## config.mk

```make
export PLATFORM = sky130hd
export DESIGN_NAME = keypad_debounce_long_press
export DESIGN_NICKNAME = d
export VERILOG_FILES = /design/src/sv/kdlp_pkg.sv /design/src/sv/keypad_debounce_long_press.sv
export SDC_FILE = /design/constraint.sdc
export NUM_CORES = 1
export LEC_CHECK = 0
export BUFFER_PORTS_ARGS = -buffer_cell sky130_fd_sc_hd__buf_4
export CORE_ASPECT_RATIO = 1.25
export CORE_UTILIZATION = 59
export DETAILED_ROUTE_END_ITERATION = 10
export PLACE_DENSITY = 0.72
export SLEW_MARGIN = 20
export SYNTH_ARGS = -nofsm -noshare
export SYNTH_HDL_FRONTEND = slang
export SYNTH_SLANG_ARGS = --single-unit
```

## constraint.sdc

```tcl
create_clock -name aclk -period 15.1 [get_ports aclk]
set_input_delay 0.755 -clock aclk [delete_from_list [all_inputs] [get_ports aclk]]
set_output_delay 0.755 -clock aclk [all_outputs]
set_load 0.005 [all_outputs]
```

## src/sv/kdlp_pkg.sv

```systemverilog
`timescale 1ns / 1ps
// ----------------------------------------------------------------------------
// kdlp_pkg
// Shared types, codes and the key legend for the keypad debounce block.
// ----------------------------------------------------------------------------
package kdlp_pkg;

    localparam int ROW_COUNT_DEF = 4;
    localparam int COL_COUNT_DEF = 4;

    localparam int CFG_IDX_W  = 2;
    localparam int CFG_DATA_W = 16;

    localparam logic [CFG_IDX_W-1:0] CFG_DEBOUNCE   = 2'd0;
    localparam logic [CFG_IDX_W-1:0] CFG_LONG_PRESS = 2'd1;

    localparam logic [15:0] DEBOUNCE_RST   = 16'd50;
    localparam logic [15:0] LONG_PRESS_RST = 16'd1000;

    localparam logic [1:0] EV_PRESS   = 2'd0;
    localparam logic [1:0] EV_LONG    = 2'd1;
    localparam logic [1:0] EV_RELEASE = 2'd2;

    typedef enum logic [1:0] {
        PH_IDLE     = 2'd0,
        PH_PRESSED  = 2'd1,
        PH_RELEASED = 2'd2
    } phase_t;

    typedef struct packed {
        logic [1:0]  scan_row;
        logic [1:0]  scan_col;
        logic        contact_closed;
        logic [31:0] now_ms;
    } scan_req_t;

    typedef struct packed {
        logic [1:0] event_kind;
        logic [1:0] event_row;
        logic [1:0] event_col;
        logic [6:0] legend_char;
    } key_event_t;

    // one entry of the per-key store
    typedef struct packed {
        phase_t      phase;
        logic [31:0] press_start;
        logic [31:0] last_change;
        logic        confirmed;
        logic        long_done;
    } key_entry_t;

    function automatic logic [6:0] key_legend(input logic [1:0] row, input logic [1:0] col);
        logic [6:0] ch;
        case ({row, col})
            4'h0:    ch = 7'h31; // '1'
            4'h1:    ch = 7'h32; // '2'
            4'h2:    ch = 7'h33; // '3'
            4'h3:    ch = 7'h41; // 'A'
            4'h4:    ch = 7'h34; // '4'
            4'h5:    ch = 7'h35; // '5'
            4'h6:    ch = 7'h36; // '6'
            4'h7:    ch = 7'h42; // 'B'
            4'h8:    ch = 7'h37; // '7'
            4'h9:    ch = 7'h38; // '8'
            4'hA:    ch = 7'h39; // '9'
            4'hB:    ch = 7'h43; // 'C'
            4'hC:    ch = 7'h2A; // '*'
            4'hD:    ch = 7'h30; // '0'
            4'hE:    ch = 7'h23; // '#'
            default: ch = 7'h44; // 'D'
        endcase
        return ch;
    endfunction

endpackage

```

## src/sv/keypad_debounce_long_press.sv

```systemverilog
`timescale 1ns / 1ps
// ----------------------------------------------------------------------------
// keypad_debounce_long_press
// Per-key debounce and long-press detection over a key-state memory.
//
//   channel   dir   handshake            payload
//   s_        in    s_valid / s_ready    s_data  (scan_req_t)
//   m_        out   m_valid / m_ready    m_data  (key_event_t)
//   cfg_      in    cfg_we               cfg_index, cfg_wdata
//
// Each request has a read step, which fetches the key's entry from the state
// memory, then an update step, which updates it, writes it back and loads the result register.
// The update step waits while an earlier result is still held at m_.
// Reset (aresetn low, synchronous) marks every key entry idle at once
// through per-entry valid bits; no clearing pass is needed.
// ----------------------------------------------------------------------------
module keypad_debounce_long_press #(
    parameter int ROW_COUNT = kdlp_pkg::ROW_COUNT_DEF,
    parameter int COL_COUNT = kdlp_pkg::COL_COUNT_DEF
) (
    input  logic                            aclk,
    input  logic                            aresetn,
    input  logic                            s_valid,
    output logic                            s_ready,
    input  kdlp_pkg::scan_req_t             s_data,
    output logic                            m_valid,
    input  logic                            m_ready,
    output kdlp_pkg::key_event_t            m_data,
    input  logic                            cfg_we,
    input  logic [kdlp_pkg::CFG_IDX_W-1:0]  cfg_index,
    input  logic [kdlp_pkg::CFG_DATA_W-1:0] cfg_wdata
);
    import kdlp_pkg::*;

    localparam int KEY_TOTAL = ROW_COUNT * COL_COUNT;
    localparam int KEY_W     = (KEY_TOTAL > 1) ? $clog2(KEY_TOTAL) : 1;

    typedef enum logic [1:0] {
        ST_IDLE = 2'b01,
        ST_EXEC = 2'b10
    } state_t;

    state_t          state_reg, state_next;
    logic [15:0]     debounce_reg;
    logic [15:0]     long_press_reg;
    scan_req_t       req_reg;
    logic            in_range_reg;
    logic [KEY_W-1:0] addr_reg;
    key_entry_t      rd_ent_reg;
    logic            rd_valid_reg;
    logic [KEY_TOTAL-1:0] key_valid_reg;
    key_entry_t      key_mem [KEY_TOTAL];
    logic            m_valid_reg;
    key_event_t      m_data_reg;

    logic            s_fire;
    logic            s_in_range;
    logic [KEY_W-1:0] s_key;
    logic            out_free;
    logic            exec_fire;
    key_entry_t      ent;
    key_entry_t      wr_ent;
    logic            emit;
    logic [1:0]      emit_kind;
    logic [31:0]     since_change;
    logic [31:0]     since_press;
    logic            db_done;
    logic            lp_done;

    assign s_ready = (state_reg == ST_IDLE);
    assign s_fire  = s_valid && s_ready;

    assign s_in_range = (32'(s_data.scan_row) < ROW_COUNT) && (32'(s_data.scan_col) < COL_COUNT);
    assign s_key = s_in_range
        ? KEY_W'(32'(s_data.scan_row) * COL_COUNT + 32'(s_data.scan_col))
        : '0;

    assign out_free  = !m_valid_reg || m_ready;
    assign exec_fire = (state_reg == ST_EXEC) && out_free;

    always_comb begin
        state_next = state_reg;
        unique case (state_reg)
            ST_IDLE: begin
                if (s_fire) state_next = ST_EXEC;
            end
            ST_EXEC: begin
                if (out_free) state_next = ST_IDLE;
            end
            default: state_next = ST_IDLE;
        endcase
    end

    // an entry never written since reset reads as idle with flags clear
    always_comb begin
        ent = rd_ent_reg;
        if (!rd_valid_reg) begin
            ent.phase     = PH_IDLE;
            ent.confirmed = 1'b0;
            ent.long_done = 1'b0;
        end
    end

    assign since_change = req_reg.now_ms - ent.last_change;
    assign since_press  = req_reg.now_ms - ent.press_start;
    assign db_done = since_change >= {16'd0, debounce_reg};
    assign lp_done = since_press >= {16'd0, long_press_reg};

    always_comb begin
        wr_ent    = ent;
        emit      = 1'b0;
        emit_kind = EV_PRESS;
        if (req_reg.contact_closed) begin
            if (ent.phase == PH_IDLE) begin
                wr_ent.phase       = PH_PRESSED;
                wr_ent.press_start = req_reg.now_ms;
                wr_ent.last_change = req_reg.now_ms;
                wr_ent.confirmed   = 1'b0;
                wr_ent.long_done   = 1'b0;
            end else if (ent.phase == PH_PRESSED && !ent.confirmed) begin
                if (db_done) begin
                    wr_ent.confirmed = 1'b1;
                    emit             = 1'b1;
                    emit_kind        = EV_PRESS;
                end
            end else if (ent.confirmed && !ent.long_done) begin
                // also reached while released: release timing keeps running
                if (lp_done) begin
                    wr_ent.long_done = 1'b1;
                    emit             = 1'b1;
                    emit_kind        = EV_LONG;
                end
            end
        end else begin
            if (ent.phase == PH_PRESSED && ent.confirmed) begin
                wr_ent.phase       = PH_RELEASED;
                wr_ent.last_change = req_reg.now_ms;
            end else if (ent.phase == PH_RELEASED) begin
                if (db_done) begin
                    wr_ent.phase     = PH_IDLE;
                    wr_ent.confirmed = 1'b0;
                    emit             = 1'b1;
                    emit_kind        = EV_RELEASE;
                end
            end else if (ent.phase == PH_PRESSED) begin
                // bounce before debounce: back to idle
                wr_ent.phase = PH_IDLE;
            end
        end
    end

    always_ff @(posedge aclk) begin
        if (!aresetn) begin
            state_reg      <= ST_IDLE;
            debounce_reg   <= DEBOUNCE_RST;
            long_press_reg <= LONG_PRESS_RST;
            key_valid_reg  <= '0;
            m_valid_reg    <= 1'b0;
        end else begin
            state_reg <= state_next;
            if (cfg_we) begin
                unique case (cfg_index)
                    CFG_DEBOUNCE:   debounce_reg   <= cfg_wdata;
                    CFG_LONG_PRESS: long_press_reg <= cfg_wdata;
                    default: ;
                endcase
            end
            if (exec_fire && in_range_reg) key_valid_reg[addr_reg] <= 1'b1;
            if (exec_fire && in_range_reg && emit) m_valid_reg <= 1'b1;
            else if (m_ready)                      m_valid_reg <= 1'b0;
        end
    end

    // request latch, state memory and result payload
    always_ff @(posedge aclk) begin
        if (s_fire) begin
            req_reg      <= s_data;
            in_range_reg <= s_in_range;
            addr_reg     <= s_key;
            rd_ent_reg   <= key_mem[s_key];
            rd_valid_reg <= key_valid_reg[s_key];
        end
        if (exec_fire && in_range_reg) key_mem[addr_reg] <= wr_ent;
        if (exec_fire && in_range_reg && emit) begin
            m_data_reg.event_kind  <= emit_kind;
            m_data_reg.event_row   <= req_reg.scan_row;
            m_data_reg.event_col   <= req_reg.scan_col;
            m_data_reg.legend_char <= key_legend(req_reg.scan_row, req_reg.scan_col);
        end
    end

    assign m_valid = m_valid_reg;
    assign m_data  = m_data_reg;

endmodule
```

==> results_dict.tcl, run 1 <==
set metrics [dict create \
    syn_to_final_growth_pct 11.2 \
    setup_viol 0 \
    rows 121 \
    tightest_slew_ns 1.11 \
    place_congestion 0.944 \
    grt_start_max_net_pins 110 \
    synth_compound_gate_area_share 0.0408 \
    crit_chain "inv_1 -> ha_1 -> inv_1 -> fa_1 -> a211oi_1 -> o211ai_1 -> a21boi_1 -> o31ai_1 -> xor2_1 -> ha_1 -> and3_1 -> o21ai_0 -> o2111ai_1 -> a311oi_1 -> o21ai_0 -> a2111oi_2 -> nand4_1 -> a2111oi_4 -> nand4_2 -> a21o_1 -> a21boi_1" \
    die_height_um 334 \
    synthXorXnorAreaFrac 0.00810 \
    r2r_end "key_mem[14][67]$_DFFE_PP_" \
    track_usage 0.283 \
    status "finished, final reports clean" \
    fin_tns_setup_ns 0 \
    antenna_cells 0 \
    power.density_nw_per_um2 129 \
    ctsHoldBuffers 0 \
    end_kind "flip-flop" \
    r2r_cells 21 \
    async_flop_share 0 \
    hp-start "s_data[28]" \
    synthesis.area_um2 51900 \
    drive_above_1_share 0.252 \
    grt_pass1_wl_um 179000 \
    largest_reg_flops 1088 \
    clockRootBuffer "clkbuf_16" \
    max_slew_margin 0.254 \
    grt_pass1_vias 26804 \
    synthTopCellsByArea "edfxtp_1, mux4_2, ha_1" \
    crit_required_ns 15.46 \
    routed_via_density 6.57 \
    synth_top_flop_cell "edfxtp_1" \
    drt-pass1-iter-count 5 \
    htreeDepth 3 \
    critPathMaxStageDelay_ns 0.77 \
    wirelength_um 123000 \
    holdPathStages 1 \
    die_x_um 267 \
    cp_max_fo 16 \
    postCtsSetupBuffers 0 \
    min_period_ns 6.06 \
    synth_top_family_by_area "multiplexers" \
    io_buffers 74 \
    p_leak_nw 18.9 \
    nets 2936 \
    fp.coreArea_um2 87100 \
    antenna_found_initial 2 \
    clock-sinks 1258 \
    synth-seq-cells 1258 \
    grt.overflow.total 0 \
    synth_fa_ha_area_frac 0.0249 \
    hpwl_um 70100 \
    skew_ns 0.0421 \
    crit_type "flip-flop to flip-flop" \
    numCtsBuffers 113 \
    synth_edf_count 1207 \
    cp.arrival_ns 6.42 \
    rsz0062_at_grt "false" \
    synth_cell_type_count 81 \
    post_cts_resized 0 \
    ir_worst_vdd_uv 105 \
    synth.yosys.seq_area_share 0.718 \
    die_area_um2 89100 \
    ys_warn_count 0 \
    pin_count 75 \
    crit_slowest_cell "a21boi_1" \
    clk_transition_reported_paths_ns 0.06 \
    syn_avg_cell_area_um2 19.6 \
    initial_core_util 0.596 \
    maxCapViolCount 0 \
    r2r_start "req_reg[0]$_DFFE_PP_" \
    slew_viol_final 0 \
    clk_latency_ns 0.71 \
    synth-simple-area-share 0.0265 \
    drc 0 \
    clock_path_buffers 3 \
    synthCells 2653 \
    min_to "req_reg[28]$_DFFE_PP_" \
    synthMuxAreaShare 0.165 \
    max_freq_mhz 165 \
    ant_nets 0 \
    period_share 0.401 \
    reg2reg_slack_ns 9.04 \
    crit_path_start_kind "flip-flop" \
    synth_top_area_frac 0.699 \
    yosysTopAreaCell "edfxtp_1" \
    finalHoldViolations 0 \
    syn-num-nets 2815 \
    vias 26493 \
    drt_iter0_drc 2725 \
    cts_tree "done" \
    hold_class "input port to flip-flop" \
    final_core_util 0.663 \
    wl_per_cell_um 30.4 \
]
critical path, delay by kind of cell, from the launching register on:
kind	cells	cell delay (ns)
fa+ha+maj	3	0.95
compound gates	12	3.40
xor+xnor	1	0.17
flops	1	0.37
buf+inv	2	0.19
simple gates	3	0.67
metrics by stage:
| stage | hold slack, ns | instances | total power [W] | instance area, um2 | setup slack, ns |
|---|---|---|---|---|---|
| global route | 0.207 | 4035 | 0.00768 | 57700 | 8.60 |
| CTS | 0.177 | 4035 | 0.00750 | 57700 | 9.08 |
| detailed placement | 0.455 | 3827 | 0.00466 | 54000 | 9.08 |
| finish | 0.227 | 4035 | 0.00746 | 57700 | 9.04 |
| floorplan | 0.435 | 2653 | 0.00446 | 51900 | 8.70 |
| global placement | 0.442 | 3827 | 0.00465 | 54000 | 9.29 |
cells by family (layout without fill, tap and decap cells):
group	Yosys count	after routing
flip-flops	1258	1258
multiplexers	415	415
AO/OA/AOI/OAI	307	307
AND/OR/NAND/NOR	294	294
buffers and inverters	229	443
adder cells (fa/ha/maj)	102	102
XOR/XNOR	48	48
how the worst max path moves through the flow:
| stage | from | to | slack, ns | depth (start not counted) |
|---|---|---|---|---|
| finish | req_reg[0]$_DFFE_PP_ | key_mem[14][67]$_DFFE_PP_ | 9.04 | 21 |
| global route | req_reg[0]$_DFFE_PP_ | key_mem[14][1]$_DFFE_PP_ | 8.60 | 21 |
| CTS | req_reg[0]$_DFFE_PP_ | key_mem[7][67]$_DFFE_PP_ | 9.08 | 21 |
| detailed placement | req_reg[0]$_DFFE_PP_ | key_mem[0][67]$_DFFE_PP_ | 9.08 | 21 |
| global placement | req_reg[0]$_DFFE_PP_ | key_mem[2][67]$_DFFE_PP_ | 9.29 | 21 |
| floorplan | m_ready | key_mem[1][0]$_DFFE_PP_ | 8.70 | 4 |
synthesized netlist by cell type (6+ instances only):
library cell	n
a211oi_1	7
a21boi_0	25
a21o_1	28
a21oi_1	81
and2_1	6
and3_1	6
buf_1	22
clkbuf_1	89
dfxtp_1	51
edfxtp_1	1207
ha_1	100
inv_1	116
mux2_2	61
mux2i_1	9
mux4_2	345
nand2_1	137
nand2b_1	14
nand3_1	18
nand4_1	19
nor2_1	47
nor2b_1	10
nor3_1	12
o2111ai_1	8
o211ai_1	20
o21a_1	28
o21ai_0	48
o21bai_1	6
xnor2_1	22
xor2_1	26
final cells by class:
| cell class | instances | area, um2 |
|---|---|---|
| multi-input cells | 1166 | 13900 |
| clock inverters | 68 | 743 |
| well taps | 1168 | 1460 |
| inverters | 116 | 435 |
| clock buffers | 140 | 2940 |
| flip-flops and latches | 1258 | 37300 |
| fillers | 5604 | 29400 |
| repair buffers | 119 | 937 |
placed cells by master, fill, tap and decap left out, types with 9 or more instances in the layout:
cell type     n
buf_4       114
a21oi_1      80
mux4_2      345
xor2_1       26
edfxtp_1   1207
dfxtp_1      51
clkbuf_1     26
nand2b_1     14
inv_6         9
a21boi_0     25
ha_1        100
nor2_1       35
nor2b_1      10
clkbuf_16   113
mux2_2       61
nor2_4       12
o21a_1       28
nand2_1     136
o211ai_1     20
bufinv_16    13
clkinv_2     20
xnor2_1      22
nand3_1      18
o21ai_0      47
inv_1       116
mux2i_1       9
nand4_1      19
clkinv_1     21
a21o_1       28
power by group:
part           internal, W  total (W)  leakage, nW  switching (W)
clock network      0.00161    0.00287         1.80        0.00126
registers          0.00392    0.00394         11.3      0.0000279
logic             0.000252   0.000652         5.80       0.000400
routing by layer:
| metal | vias up | track usage | share of wire |
|---|---|---|---|
| li1 | 11112 | - | - |
| met1 | 13962 | 0.403 | 0.40 |
| met2 | 1253 | 0.468 | 0.50 |
| met3 | 166 | 0.0357 | 0.080 |
| met4 | 0 | 0.0699 | 0.019 |
| met5 | - | 0 | 0 |
(Power assumes the default switching activity.)
==> run 2, diff against run 1 <==
--- a/config.mk
+++ b/config.mk
@@ -7,9 +7,9 @@
 export LEC_CHECK = 0
 export BUFFER_PORTS_ARGS = -buffer_cell sky130_fd_sc_hd__buf_4
 export CORE_ASPECT_RATIO = 1.25
-export CORE_UTILIZATION = 59
+export CORE_UTILIZATION = 57
 export DETAILED_ROUTE_END_ITERATION = 10
-export PLACE_DENSITY = 0.72
+export PLACE_DENSITY = 0.73
 export SLEW_MARGIN = 20
 export SYNTH_ARGS = -nofsm -noshare
 export SYNTH_HDL_FRONTEND = slang
==> constraint.sdc (replaced) <==
create_clock -name aclk -period 5.05 [get_ports aclk]
set_input_delay 0.2525 -clock aclk [delete_from_list [all_inputs] [get_ports aclk]]
set_output_delay 0.2525 -clock aclk [all_outputs]
set_load 0.005 [all_outputs]
==> results_dict.tcl, run 2 (synthesis gave the netlist of run 1 again) <==
set metrics [dict create \
    nets 3034 \
    drc 0 \
    vias 27158 \
    clockRootBuffer "clkbuf_16" \
    dpl-instance-area_um2 54500 \
    crit_type "flip-flop to flip-flop" \
    hold_class "input port to flip-flop" \
    antenna_found_initial 0 \
    grt_pass1_wl_um 183000 \
    fillers 5804 \
    largest_reg_flops 1088 \
    clk_transition_reported_paths_ns 0.06 \
    max_freq_mhz 200 \
    status "finished, violations left" \
    clkPwrFrac 0.378 \
    final_cell_mix "edfxtp_1, mux4_2, nand2_1" \
    rows 123 \
    final_cell_area_um2 59000 \
    place_congestion 0.940 \
    grt_start_max_net_pins 104 \
    min_period_ns 5.00 \
    hold_ws_ns -0.00526 \
    wirelength_um 125000 \
    setup_viol 0 \
    stdcell_count 4154 \
    grt_pass1_vias 27640 \
    clk_latency_ns 0.71 \
    io_buffers 74 \
    numCtsBuffers 113 \
    ant_nets 0 \
    power.switching_w 0.00507 \
    seqCellArea_um2 37300 \
    drt-pass1-iter-count 7 \
    htreeDepth 3 \
    combPwrFrac 0.093 \
    rsz0062_at_grt "true" \
    period_share 0.991 \
    pwr-share-seq 0.529 \
    finalWorstSetupSlack_ns 0.0452 \
    crit_required_ns 5.45 \
    hpwl_um 68100 \
    drive_above_1_share 0.267 \
    max_slew_margin 0.287 \
    drt_iter0_drc 2955 \
    die_x_um 272 \
    grt.overflow.total 0 \
    maxCapViolCount 0 \
    tightest_slew_ns 1.07 \
    cp_max_fo 7 \
    antenna_cells 0 \
    die_height_um 339 \
    multiInputGateArea_um2 14100 \
    initial_core_util 0.576 \
    pin_count 75 \
    wl_per_cell_um 30.2 \
    clock_path_buffers 3 \
    placedCellCount 3876 \
    ir_worst_vdd_uv 332 \
    hp-start "cfg_index[0]" \
    swShare 0.227 \
    r2r_start "ent[34]$_DFFE_PP_" \
    clock-sinks 1258 \
    routed_via_density 6.54 \
    crit_path_start_kind "flip-flop" \
    startpoint "ent[34]$_DFFE_PP_" \
    track_usage 0.276 \
    cp.arrival_ns 5.40 \
    final_core_util 0.655 \
    skew_ns 0.0271 \
    mostFrequentLayoutCell "edfxtp_1" \
    die_area_um2 92200 \
    fp.coreArea_um2 90000 \
    violations "negative hold slack" \
    end_kind "flip-flop" \
    intPower_w 0.0172 \
    slew_viol_final 0 \
    power.density_nw_per_um2 378 \
    finalHoldViolations 1 \
    p_leak_nw 19.4 \
    dp_slack_ns -0.207 \
    syn_to_final_growth_pct 13.7 \
    cts_tree "done" \
]
run 2: changes by cell type in the layout (fill, tap and decap cells not counted), sizes merged, moves of 4 or more:
cell,delta
buf,+39
bufinv,-6
clkbuf,+7
clkinv,+4
dlygate4sd3,+58
inv,-4
run 2: worst paths after layout:
path                                                       end  slack [ns]  cells after the start
worst max-delay path                       m_data[1]$_DFFE_PP_        0.05                     20
worst max register to register             m_data[1]$_DFFE_PP_        0.05                     20
worst min register to register  key_valid_reg[13]$_SDFFE_PN0P_        0.47                      1
worst min-delay path             debounce_reg[10]$_SDFFE_PN0P_      -0.005                      4
run 2: repair_timing:
action	CTS	global route
setup endpoints to repair	61	63
setup buffers	2	4
hold endpoints to repair	66	1
gates cloned	1	2
resized for setup	16	22
hold buffers	57	1
pin swaps	11	23
run 2: power by group through the flow:
stage	sequential (W)	clock [W]	combinational (W)
3_5_place_dp	0.0120	0	0.00196
6_report	0.0118	0.00844	0.00207
3_3_place_gp	0.0120	0	0.00191
2_1_floorplan	0.0120	0	0.00136
5_1_grt	0.0118	0.00890	0.00223
4_1_cts	0.0118	0.00853	0.00202
run 2: cell type report:
| class | count | area share |
|---|---|---|
| clock buffers | 147 | 0.0524 |
| clock inverters | 63 | 0.00959 |
| inverters | 116 | 0.00738 |
| multi-input cells | 1167 | 0.239 |
| flip-flops and latches | 1258 | 0.632 |
| well taps | 1187 | 0.0252 |
| repair buffers | 216 | 0.0350 |
run 2: routing by layer:
metal	GRT usage	vias to the layer above	wire, um	part of all wire
met1	0.382	14307	49000	0.39
met2	0.457	1344	62500	0.50
li1	-	11290	-	-
met4	0.0894	0	3560	0.028
met3	0.0387	217	10100	0.081
met5	0	-	0	0
run 2: through the flow:
| step | TNS (ns) | total power (W) |
|---|---|---|
| after floorplan | 0 | 0.0133 |
| after global placement | -1.45 | 0.0139 |
| after detailed placement | -9.26 | 0.0140 |
| after CTS | 0 | 0.0223 |
| after global routing | -6.35 | 0.0229 |
| final | 0 | 0.0223 |
run 2: critical path: stages, from the launching register on:
cell,delay [ns]
edfxtp_1,0.40
ha_2,0.20
fa_2,0.35
nand2b_1,0.19
a21oi_1,0.27
o21ai_0,0.21
o21ai_0,0.27
xor2_1,0.18
ha_1,0.28
a21oi_1,0.14
a21boi_0,0.10
o41ai_1,0.44
nand4_1,0.20
a211oi_2,0.23
nand4_1,0.13
nor4_2,0.32
o2111ai_1,0.16
buf_4,0.21
a22oi_2,0.19
buf_6,0.16
nor3_4,0.09
